===== src/rti_fifo.sv =====
// Two-entry queue between front and back parts.
// Generic width; no package dependency.
module rti_fifo #(
    parameter int W = 8
) (
    input  logic         clk,
    input  logic         rst_n,
    input  logic         wr_valid,
    output logic         wr_ready,
    input  logic [W-1:0] wr_data,
    output logic         rd_valid,
    input  logic         rd_ready,
    output logic [W-1:0] rd_data
);

    logic [W-1:0] mem_reg [2];
    logic         wp_reg;
    logic         rp_reg;
    logic [1:0]   cnt_reg;
    logic         wr;
    logic         rd;

    assign wr_ready = cnt_reg != 2'd2;
    assign rd_valid = cnt_reg != 2'd0;
    assign rd_data  = mem_reg[rp_reg];
    assign wr = wr_valid && wr_ready;
    assign rd = rd_valid && rd_ready;

    always_ff @(posedge clk)
    begin
        if (wr)
        begin
            mem_reg[wp_reg] <= wr_data;
        end
    end

    always_ff @(posedge clk or negedge rst_n)
    begin
        if (!rst_n)
        begin
            wp_reg  <= 1'b0;
            rp_reg  <= 1'b0;
            cnt_reg <= 2'd0;
        end
        else
        begin
            if (wr) wp_reg <= !wp_reg;
            if (rd) rp_reg <= !rp_reg;
            cnt_reg <= cnt_reg + 2'(wr) - 2'(rd);
        end
    end

endmodule


===== config.mk =====
export PLATFORM = sky130hd
export DESIGN_NAME = rti_fifo
export DESIGN_NICKNAME = d
export VERILOG_FILES = /design/src/rti_fifo.sv
export SDC_FILE = /design/constraint.sdc
export NUM_CORES = 1
export LEC_CHECK = 0
export ABC_AREA = 1
export BUFFER_PORTS_ARGS = -buffer_cell sky130_fd_sc_hd__buf_4
export CAP_MARGIN = 20
export CORE_MARGIN = 2
export CORE_UTILIZATION = 45
export CTS_BUF_LIST = sky130_fd_sc_hd__clkbuf_8
export CTS_CLUSTER_SIZE = 10
export DETAILED_ROUTE_END_ITERATION = 6
export PLACE_DENSITY = 0.7
export SETUP_SLACK_MARGIN = 0.1
export SLEW_MARGIN = 20
export SYNTH_ARGS = -nofsm -noshare
export SYNTH_HDL_FRONTEND = slang
export SYNTH_SLANG_ARGS = --single-unit

===== constraint.sdc =====
create_clock -name clk -period 1.4 [get_ports clk]
set_input_delay 0.21 -clock clk [delete_from_list [all_inputs] [get_ports clk]]
set_output_delay 0.21 -clock clk [all_outputs]
set_load 0.005 [all_outputs]

==> key figures <==
Run status
  • Status: completed

Clocking
  • Root Driver: clkbuf_8
  • Clock buffer depth: 2
  • H-tree depth: 1
  • Clock Sinks: 20
  • Total CTS buffers: 3
  • Worst-path clk slew: around 0.070 ns
  • Clk_lat worst skew: approximately 0.25 ns
  • CTS tree: built

Layout
  • Final nets: between 100 and 150
  • Final Core Density: 0.743
  • Filler cells: 120
  • P&R area growth vs syn: 56.2%
  • Layout cells sized above 1: 0.611
  • Post-route insts no fill: roughly 130
  • Max reg flops: 16
  • Ant diodes: 0

Min path
  • Hold Path Depth: 1
  • Min-delay src: wr_data[0]
  • Worst Hold Class: input pin to flip-flop
  • WHS Endpoint: mem_reg[1][0]

Pwr
  • Reg power frac: 0.351
  • Sw frac: 0.331
  • Power Dens Cells: 2170 nW/um^2
  • Clock power frac: 0.202
  • Power Internal: 1.87 mW
  • Leakage: approximately 0.57 nW
  • VDD IR max: around 1.5 mV
  • Comb pwr share: 0.447
  • Switching power total: 0.925 mW
  • Total power: 2.79 mW

GRT
  • Gr ovfl total: 0
  • Vias in the first global route: 520
  • First-pass GRT wire length: 2130 um
  • Largest net degree at the start of global routing: 13
  • Initial antenna violation count: 0
  • Gr usage total: 0.144

Timing
  • Slew Viols, Final: 0
  • Final min period: approximately 1.4 ns
  • Worst-Margin Slew: between 0.15 and 0.2 ns
  • Hold Slack: between 0.1 and 0.15 ns
  • Tcrit/Tclk final: 0.976
  • TNS Setup: 0 ns
  • Finish-stage setup viols: 0
  • Fin. Hold Viols: 0
  • RSZ-0062 raised after global routing: true
  • Slew headroom: 0.884
  • Fmax: between 700 and 800 MHz
  • Final Skew: 0.00323 ns

Place
  • DP Wirelength: 983 um
  • PortBufs: 21
  • Placer Congestion: slightly below 0.8
  • Placed insts: between 100 and 150

Critical path
  • Reg2Reg Setup Slack: between 0.03 and 0.04 ns
  • Startpoint types: flip-flop
  • Critical path class: flip-flop to flip-flop
  • Worst path arrival time: 1.51 ns
  • R2R depth: 11
  • Worst Path Max Fanout: 4
  • Reg-to-reg startpoint: cnt_reg[0]
  • Crit. End Element: flip-flop
  • WP data required: 1.55 ns
  • Worst Setup SP: cnt_reg[0]
  • FF-to-FF End: cnt_reg[1]

Drt
  • Detailed-route via count: 611
  • Final wirelength: approximately 1600 um
  • DRT iter0 DRCs: 8
  • # DRC: 0
  • Via density: roughly 4.6
  • 1st-pass router iterations: 4
  • ANT nets after route: 0
  • WL/cell: approximately 12 um

Floorplan
  • Initial core utilization: 0.476
  • Width of the die: 46.7 um
  • Core Box Area: between 1500 and 2000 sq um
  • Die ar.: 2180 sq um
  • Num ports: 22
  • Height of the die: approximately 47 um
  • # rows: 15

Synthesis
  • Syn nets: between 80 and 90
  • Ys Warns: 0
  • Post-synthesis register bit count: 20
  • Seq/Total Area, Yosys: 0.706
  • Cells after Synth: 73
  • Post-synth cell types: 15
  • Post-Syn Area: slightly above 800 sq um
  • Post-synthesis area per instance: ~11 sq um

Job
  • Max Cap Viol: 0
[power groups by stage]
stage	combinational, mW	sequential, mW	clock (mW)
floorplan	0.476	0.901	0
global placement	0.845	0.931	0
detailed placement	0.871	0.934	0
CTS	1.03	0.941	0.572
global route	1.36	0.994	0.588
finish	1.25	0.980	0.564
[layer usage]
layer / global-route usage / wire [um]
met2: 0.269 / 913
met3: 0.0231 / 75
met5: 0 / 0
met4: 0.0833 / 8
met1: 0.153 / 616
[worst max path at each step]
stage	endpoint	slack, ns	depth (start not counted)
floorplan	cnt_reg[1]	0.13	11
finish	cnt_reg[1]	0.03	11
global route	cnt_reg[1]	-0.05	11
CTS	cnt_reg[1]	0.04	9
global placement	cnt_reg[1]	0.06	9
detailed placement	cnt_reg[1]	0.02	9
[cell families after synthesis]
logic type      synth area share
simple gates               0.213
buf+inv                   0.0426
flops                      0.706
fa+ha+maj                 0.0152
compound gates            0.0122
xor+xnor                  0.0107
[final cells by class]
cell class / instances / area [sq um] / share of cell area
flip-flops and latches: 20 / 584 / 0.455
repair buffers: 32 / 284 / 0.221
multi-input cells: 44 / 278 / 0.216
clock buffers: 3 / 41.3 / 0.0322
inverters: 8 / 35.0 / 0.0273
well taps: 25 / 31.3 / 0.0244
clock inverters: 1 / 30.0 / 0.0234
[worst max-delay path, cell delays in order (launching register included)]
cell and delay, ns:
dfrtp_2 0.45, inv_2 0.08, nand2_4 0.06, nand2_4 0.07, nand2_2 0.06, nand2_1 0.07
ha_2 0.18, nand2_1 0.06, nand2_2 0.10, inv_2 0.04, nand2_2 0.04, nand2_1 0.04
[stage by stage]
stage | setup slack (ns) | instance area, sq um
after floorplan | 0.126 | 825
after global placement | 0.0622 | 1050
after detailed placement | 0.0172 | 1050
after CTS | 0.0359 | 1190
after global routing | -0.0541 | 1280
final | 0.0330 | 1280
[cells in the final DEF (no fill, tap or decap), types with 2 or more instances in the layout]
cell type and count:
inv_2 3, dfrtp_2 3, buf_4 20, inv_1 4, edfxtp_1 16, clkbuf_8 3, nand2_2 14, nand2_1 17
nor2_4 4, buf_6 11, nand2_4 2
[synth_stat cells, drive strengths merged]
cell type,count,area [sq um]
a21oi,1,5.00
buf,1,5.00
dfrtp,4,100
edfxtp,16,480
ha,1,12.5
inv,8,30.0
nand2,33,139
nand3,2,10.0
nor2,5,26.3
o21ai,1,5.00
xor2,1,8.76
[timing repair]
action                     4_1_cts  5_1_grt
hold buffers                     1        0
pin swaps                        9       12
gates resized for setup         11       28
buffers inserted                 5        0
setup endpoints to repair        9       23
hold endpoints to repair         4        0
Note: power is estimated with default switching activity, not from simulation.
