`src/rti_pkg.sv`:
```
// Package for the ray/triangle intersection block.
// Holds widths, the threshold reset value, mode and status codes, and the t result constants.
// No dependencies.
package rti_pkg;

    localparam int COORD_BITS_DEF = 24;
    localparam int FRAC_BITS_DEF  = 12;
    localparam int THR_BITS       = 48;
    localparam logic [THR_BITS-1:0] THR_RESET = 48'd6871948;

    localparam logic [2:0] MODE_V0     = 3'd0;
    localparam logic [2:0] MODE_V1     = 3'd1;
    localparam logic [2:0] MODE_V2     = 3'd2;
    localparam logic [2:0] MODE_ORIGIN = 3'd3;
    localparam logic [2:0] MODE_TEST   = 3'd4;

    localparam logic [2:0] ST_HIT      = 3'd0;
    localparam logic [2:0] ST_PARALLEL = 3'd1;
    localparam logic [2:0] ST_U_OUT    = 3'd2;
    localparam logic [2:0] ST_V_OUT    = 3'd3;
    localparam logic [2:0] ST_BEHIND   = 3'd4;

    localparam logic [31:0] T_REJECT = 32'hFFFF0000;
    localparam logic [31:0] T_MAX    = 32'h7FFFFFFF;
    localparam logic [31:0] T_MIN    = 32'h80000000;

endpackage

```
`src/rti_front.sv`:
```
// Front part: accepts input transactions, updates the vertex and origin stores,
// and hands test commands (edges and offset vector) to the queue. Uses rti_pkg.
module rti_front #(
    parameter int COORD_BITS = rti_pkg::COORD_BITS_DEF,
    parameter int VB = COORD_BITS + 1
) (
    input  logic                         clk,
    input  logic                         rst_n,
    input  logic                         in_valid,
    output logic                         in_ready,
    input  logic [2:0]                   mode,
    input  logic signed [COORD_BITS-1:0] cx,
    input  logic signed [COORD_BITS-1:0] cy,
    input  logic signed [COORD_BITS-1:0] cz,
    output logic                         cmd_valid,
    input  logic                         cmd_ready,
    output logic [9*VB-1:0]              cmd_data
);

    logic signed [COORD_BITS-1:0] vtx_reg [9];
    logic signed [COORD_BITS-1:0] org_reg [3];
    logic signed [COORD_BITS-1:0] dir [3];
    logic signed [VB-1:0] e1 [3];
    logic signed [VB-1:0] e2 [3];
    logic signed [VB-1:0] tv [3];
    logic acc;

    assign in_ready  = cmd_ready || (mode != rti_pkg::MODE_TEST);
    assign acc       = in_valid && in_ready;
    assign cmd_valid = in_valid && (mode == rti_pkg::MODE_TEST);
    assign dir[0] = cx;
    assign dir[1] = cy;
    assign dir[2] = cz;

    always_comb
    begin
        for (int k = 0; k < 3; k++)
        begin
            e1[k] = VB'(vtx_reg[3+k]) - VB'(vtx_reg[k]);
            e2[k] = VB'(vtx_reg[6+k]) - VB'(vtx_reg[k]);
            tv[k] = VB'(org_reg[k]) - VB'(vtx_reg[k]);
        end
        cmd_data = {tv[2], tv[1], tv[0], e2[2], e2[1], e2[0], e1[2], e1[1], e1[0]};
    end

    always_ff @(posedge clk or negedge rst_n)
    begin
        if (!rst_n)
        begin
            for (int k = 0; k < 9; k++) vtx_reg[k] <= '0;
            for (int k = 0; k < 3; k++) org_reg[k] <= '0;
        end
        else if (acc)
        begin
            case (mode)
                rti_pkg::MODE_V0:
                begin
                    for (int k = 0; k < 3; k++) vtx_reg[k] <= dir[k];
                end
                rti_pkg::MODE_V1:
                begin
                    for (int k = 0; k < 3; k++) vtx_reg[3+k] <= dir[k];
                end
                rti_pkg::MODE_V2:
                begin
                    for (int k = 0; k < 3; k++) vtx_reg[6+k] <= dir[k];
                end
                rti_pkg::MODE_ORIGIN:
                begin
                    for (int k = 0; k < 3; k++) org_reg[k] <= dir[k];
                end
                default:
                begin
                end
            endcase
        end
    end

endmodule

```
`config.mk`:
```
export PLATFORM = sky130hd
export DESIGN_NAME = rti_front
export DESIGN_NICKNAME = d
export VERILOG_FILES = /design/src/rti_pkg.sv /design/src/rti_front.sv
export SDC_FILE = /design/constraint.sdc
export NUM_CORES = 1
export LEC_CHECK = 0
export BUFFER_PORTS_ARGS = -buffer_cell sky130_fd_sc_hd__buf_4
export CAP_MARGIN = 25
export CORE_ASPECT_RATIO = 1.75
export CORE_MARGIN = 8
export CORE_UTILIZATION = 59
export CTS_BUF_LIST = sky130_fd_sc_hd__clkbuf_8
export DETAILED_ROUTE_END_ITERATION = 8
export GPL_TIMING_DRIVEN = 0
export HOLD_SLACK_MARGIN = 0.02
export PLACE_DENSITY_LB_ADDON = 0.2
export SLEW_MARGIN = 25
export SYNTH_ARGS = -nofsm -noshare
export SYNTH_HDL_FRONTEND = slang
export SYNTH_SLANG_ARGS = --single-unit
export TNS_END_PERCENT = 50
```
`constraint.sdc`:
```
create_clock -name clk -period 4.9 [get_ports clk]
set_clock_uncertainty 0.1 [all_clocks]
set_input_delay 0.49 -clock clk [delete_from_list [all_inputs] [get_ports clk]]
set_output_delay 0.49 -clock clk [all_outputs]
set_load 0.01 [all_outputs]
```
==> results.sh, run 1 <==
export IMPL_outcome="complete, no violations"
export IMPL_max_stage_delay_ps=450
export IMPL_cts_tree="done"
export IMPL_cts_clk_slew_worst_paths_ps=70
export IMPL_io_pins=306
export IMPL_grt_start_max_net_pins=92
export IMPL_gr_usage_met3=0.0546
export IMPL_portBuffers=305
export IMPL_yosysWarnings=0
export IMPL_grtUsageTotal=0.293
export IMPL_busiest_layer="met2"
export IMPL_largest_reg_flops=216
export IMPL_setup_viol=0
export IMPL_synth_ff_type="dfrtp_1"
export IMPL_required_ps=4310
export IMPL_core_region_area_mm2=0.0357
export IMPL_synth_simple_gate_area_frac=0.118
export IMPL_die_w_um=159
export IMPL_most_common_layout_cells="buf_4 (304), dfrtp_1 (288), ha_1 (216)"
export IMPL_grt_overflow=0
export IMPL_reg2reg_setup_slack_ps=3870
export IMPL_ys_types=75
export IMPL_routed_wl_um=63900
export IMPL_tightestPinTransition_ps=880
export IMPL_ys_seq_area_frac=0.341
export IMPL_via_count=18900
export IMPL_synth_compound_area_frac=0.192
export IMPL_wl_per_cell_um=20.3
export IMPL_period_needed_ps=4600
export IMPL_cp_max_fo=7
export IMPL_avgSynthCellArea_um2=9.38
export IMPL_setup_tns_ps=0
export IMPL_hold_viol=0
export IMPL_synth_seq_cells=288
export IMPL_crit_arrival_ps=4010
export IMPL_dr_pass1_iters=5
export IMPL_clkLatencyLatePin_ps=580
export IMPL_path_buf_inv=1
export IMPL_die_y_um=266
export IMPL_power_density_mw_per_mm2=639
export IMPL_grt_use_met1=0.293
export IMPL_layout_commonest_cell="buf_4"
export IMPL_nets=2941
export IMPL_syn2layout_area_growth_pct=20.2
export IMPL_via_per_inst=6.02
export IMPL_synth_area_leaders="dfrtp_1 (34%), ha_1 (13%), mux2_2 (11%)"
export IMPL_cts_max_level=2
export IMPL_cts_sinks=288
export IMPL_finalCritPeriodShare=0.938
export IMPL_synth_xor_area_frac=0.0646
export IMPL_initial_core_util=0.593
export IMPL_drive_above_1_share=0.231
export IMPL_cts_root_buf="clkbuf_8"
export IMPL_yosys_area_top_type="dfrtp_1"
export IMPL_synthAdderAreaFrac=0.136
export IMPL_cts_buffer_depth=3
export IMPL_final_antenna_net_count=0
export IMPL_max_freq_ghz=0.217
export IMPL_drc_errors=0
export IMPL_hpwl_um=51100
export IMPL_die_area_mm2=0.0424
export IMPL_min_path_type="primary input to flip-flop"
export IMPL_rows=92
export IMPL_routabilityCongestion=0.972
export IMPL_maxSlewViolCount=0
export IMPL_synth_top_family_by_area="compound AO/OA/AOI/OAI gates"
export IMPL_async_flop_share=1.00
export IMPL_grt_pass1_vias=19700
export IMPL_syn_area_mm2=0.0212
export IMPL_ir_drop_mv=0.399
export IMPL_first_iter_violations=896
export IMPL_syn_inst=2254
export IMPL_synth_top_area_share=0.341
export IMPL_dp_cells=3032
export IMPL_numCtsBuffers=45
export IMPL_endpoint_kind="output pin"
export IMPL_synth_edf_count=0
export IMPL_max_slew_margin_rel=0.411
export IMPL_cpMaxStageDelayCell="a21boi_0"
export IMPL_p_leak_nw=12.0
export IMPL_worst_setup_path_start_kind="flip-flop"
export IMPL_synthesis_nets=2558
export IMPL_critPathKind="flip-flop to output pin"
export IMPL_grt_first_pass_wirelength_um=100000
export IMPL_rsz0062_at_grt="false"
export IMPL_cp_cell_sequence="ha_1 -> fa_1 -> nor2b_1 -> o21ai_1 -> a21boi_0 -> o41ai_1 -> a31oi_1 -> a2bb2oi_2 -> nand4_1 -> a311oi_1 -> buf_4"
export IMPL_finalNonFillerCells=3145
export IMPL_antenna_found_initial=1
export IMPL_path_delay_family="compound AO/OA/AOI/OAI gates"
export IMPL_gr_usage_met2=0.543
export IMPL_drv_cap=0
export IMPL_muxShareOfSynthArea=0.112
worst min-delay path: stages:
cell	delay [ps]
buf_4	110
nand2_1	40
o21ai_0	60
cell type report:
type | count | area, µm²
flip-flops and latches | 288 | 7210
clock buffers | 64 | 881
multi-input cells | 1758 | 13200
inverters | 152 | 571
well taps | 470 | 588
plain buffers | 56 | 210
repair buffers | 336 | 2660
diodes | 1 | 2.50
clock inverters | 20 | 149
fillers | 2883 | 10300
cells by family after synthesis:
logic type | after synthesis
AOI/OAI and AO/OA | 637
and+or+nand+nor | 530
DFF | 288
adders and majority gates | 225
muxes | 210
buffers and inverters | 208
xor gates and xnor gates | 156
layer usage:
layer	vias up	wire, µm
met1	9139	22900
met4	0	4360
met5	-	0
met2	656	33100
li1	8880	-
met3	246	3570
synth_stat cells, types with 20 or more instances:
library cell  count
ha_1            216
and3_1           20
a21o_1           81
nor3_1           38
nand2b_1         33
mux2_2          208
xnor2_1         109
o21a_1           32
nand2_1         171
clkbuf_1         53
dfrtp_1         288
nor2b_1          41
inv_1           151
xor2_1           47
o21ai_0         168
nor2_1          128
nand3_1          38
o21bai_1         21
a21oi_1         169
through the flow:
step                cell area [µm²]  setup WS [ps]  utilization  hold slack (ps)  total power [mW]
global route                  25400           67.8        0.713             30.0              17.3
global placement              24000            733        0.673              388              13.6
detailed placement            24100            786        0.676              276              13.9
finish                        25400            302        0.713             52.5              16.2
floorplan                     21200           1710            -             94.4              9.53
CTS                           25400            136        0.713             20.3              16.3
worst paths after layout:
| kind | from | to | cells after the start |
|---|---|---|---|
| min reg2reg | org_reg[55] | org_reg[55] | 1 |
| max in group asynchronous | rst_n | vtx_reg[53] | 3 |
| min in group asynchronous | rst_n | org_reg[17] | 2 |
| min | cz[8] | vtx_reg[152] | 3 |
| max reg2reg | vtx_reg[193] | vtx_reg[193] | 2 |
| max | vtx_reg[192] | cmd_data[172] | 11 |
report_power, final:
group	leakage [nW]	switching, mW	internal [mW]
registers	3.47	0.279	2.89
logic	7.96	5.87	4.91
clock network	0.563	1.02	1.27
timing repair:
action / 4_1_cts / 5_1_grt
gates resized for setup: 0 / 1
hold buffers: 28 / 0
setup buffers: 0 / 0
endpoints found under the setup margin: 0 / 1
hold endpoints to repair: 92 / 0
No activity file was read; power rests on OpenSTA's default activity.
==> inputs of run 2 (changes only) <==
==> constraint.sdc (replaced) <==
create_clock -name clk -period 4.9 [get_ports clk]
set_clock_uncertainty 0.1 [all_clocks]
set_input_delay 0.245 -clock clk [delete_from_list [all_inputs] [get_ports clk]]
set_output_delay 0.245 -clock clk [all_outputs]
set_load 0.01 [all_outputs]
==> run 2 against run 1 <==
  * Clock power about the same
  * First-iteration DRC count grew 1.0%
  * Final area increased by 1.8%
  * Worst hold slack gained 88 ps
  * Non-clock buffer count grew 46
  * Final cell count is 1.5% higher
==> results.sh, run 2 (same netlist as run 1, synthesis figures left out) <==
export IMPL_power_density_mw_per_mm2=628
export IMPL_path_buf_inv=2
export IMPL_most_common_layout_cells="buf_4 (304), dfrtp_1 (288), ha_1 (216)"
export IMPL_die_w_um=159
export IMPL_routabilityCongestion=0.972
export IMPL_grtUsageTotal=0.295
export IMPL_outcome="complete, no violations"
export IMPL_syn2layout_area_growth_pct=22.5
export IMPL_path_delay_family="compound AO/OA/AOI/OAI gates"
export IMPL_cp_cell_sequence="inv_1 -> ha_1 -> nor2b_1 -> o2111ai_1 -> nand4_1 -> a31oi_1 -> o21ai_0 -> a31o_2 -> o311ai_0 -> buf_4"
export IMPL_portBuffers=305
export IMPL_die_y_um=266
export IMPL_final_antenna_net_count=0
export IMPL_rsz0062_at_grt="false"
export IMPL_ir_drop_mv=0.385
export IMPL_via_count=19100
export IMPL_cts_buffer_depth=3
export IMPL_via_per_inst=5.97
export IMPL_routed_wl_um=64600
export IMPL_max_freq_ghz=0.224
export IMPL_cts_sinks=288
export IMPL_finalNonFillerCells=3191
export IMPL_setup_tns_ps=0
export IMPL_reg2reg_setup_slack_ps=3870
export IMPL_ctsResizeCount=0
export IMPL_max_stage_delay_ps=550
export IMPL_cpMaxStageDelayCell="a31oi_1"
export IMPL_drive_above_1_share=0.227
export IMPL_postCtsSetupBuffers=0
export IMPL_period_needed_ps=4470
export IMPL_cts_max_level=2
export IMPL_grt_pass1_vias=19900
export IMPL_design_area_mm2=0.0259
export IMPL_layout_commonest_cell="buf_4"
export IMPL_largest_reg_flops=216
export IMPL_io_pins=306
export IMPL_rows=92
export IMPL_cts_hold_fix_buffers=74
export IMPL_max_slew_margin_rel=0.388
export IMPL_grt_first_pass_wirelength_um=102000
export IMPL_hold_viol=0
export IMPL_cp_max_fo=4
export IMPL_worst_setup_path_start_kind="flip-flop"
export IMPL_hpwl_um=51100
export IMPL_clkLatencyLatePin_ps=580
export IMPL_endpoint_kind="output pin"
export IMPL_required_ps=4550
export IMPL_wl_per_cell_um=20.2
export IMPL_critPathKind="flip-flop to output pin"
export IMPL_power_mw=16.3
export IMPL_nets=2987
export IMPL_first_iter_violations=905
export IMPL_cts_clk_slew_worst_paths_ps=70
export IMPL_tightestPinTransition_ps=909
export IMPL_drv_cap=0
export IMPL_crit_arrival_ps=4120
export IMPL_finalCritPeriodShare=0.912
export IMPL_setup_viol=0
export IMPL_placed_area_mm2=0.0241
export IMPL_utilization=0.726
export IMPL_initial_core_util=0.593
export IMPL_cts_tree="done"
export IMPL_maxSlewViolCount=0
export IMPL_numCtsBuffers=45
export IMPL_cts_root_buf="clkbuf_8"
export IMPL_dp_cells=3032
export IMPL_grt_start_max_net_pins=92
export IMPL_grt_overflow=0
export IMPL_dr_pass1_iters=5
export IMPL_drc_errors=0
export IMPL_min_path_type="primary input to asynchronous set/reset pin"
export IMPL_p_leak_nw=12.2
export IMPL_core_region_area_mm2=0.0357
export IMPL_antenna_found_initial=1
export IMPL_die_area_mm2=0.0424
[run 2: cell types whose count changed in the layout (fill, tap and decap cells not counted)]
cell / delta
buf_12: +1
dlygate4sd3_1: +45
o21ai_0: +1
o21ai_1: -1
[run 2: path summary, 6_finish.rpt]
kind                           endpoint          from  cells past startpoint
max                        cmd_data[21]  vtx_reg[193]                     10
min                         org_reg[16]         rst_n                      3
max reg2reg                vtx_reg[193]  vtx_reg[193]                      2
min reg2reg                 org_reg[24]   org_reg[24]                      1
max in group asynchronous   vtx_reg[55]         rst_n                      3
min in group clk           vtx_reg[207]        cx[15]                      4
[run 2: routing by layer]
layer,up-vias,track usage,part of all wire
met3,240,0.0543,0.054
met1,9177,0.295,0.36
met5,-,0,0
li1,8958,-,-
met4,0,0.195,0.067
met2,684,0.552,0.52
[run 2: metrics by stage]
stage,hold slack (ps),setup WS [ps]
finish,140,433
global placement,375,978
global route,130,240
detailed placement,30.8,1030
floorplan,-151,1960
CTS,104,381
[run 2: layout make-up]
cell class / count / area [µm²]
antenna: 1 / 2.50
buffer: 56 / 210
clock buffer: 64 / 881
clock inverter: 20 / 149
fill: 2830 / 9780
inverter: 152 / 571
multi-input combinational: 1758 / 13200
sequential: 288 / 7210
tap: 470 / 588
timing repair buffer: 382 / 3130
[run 2: tightest hold or removal path: cells and delay by family]
family                 cells  cell delay, ps
buffers and inverters      3             940
[run 2: report_power, final]
part           internal, mW  switching [mW]
combinational          4.93            5.88
clock                  1.27            1.02
sequential             2.89           0.279
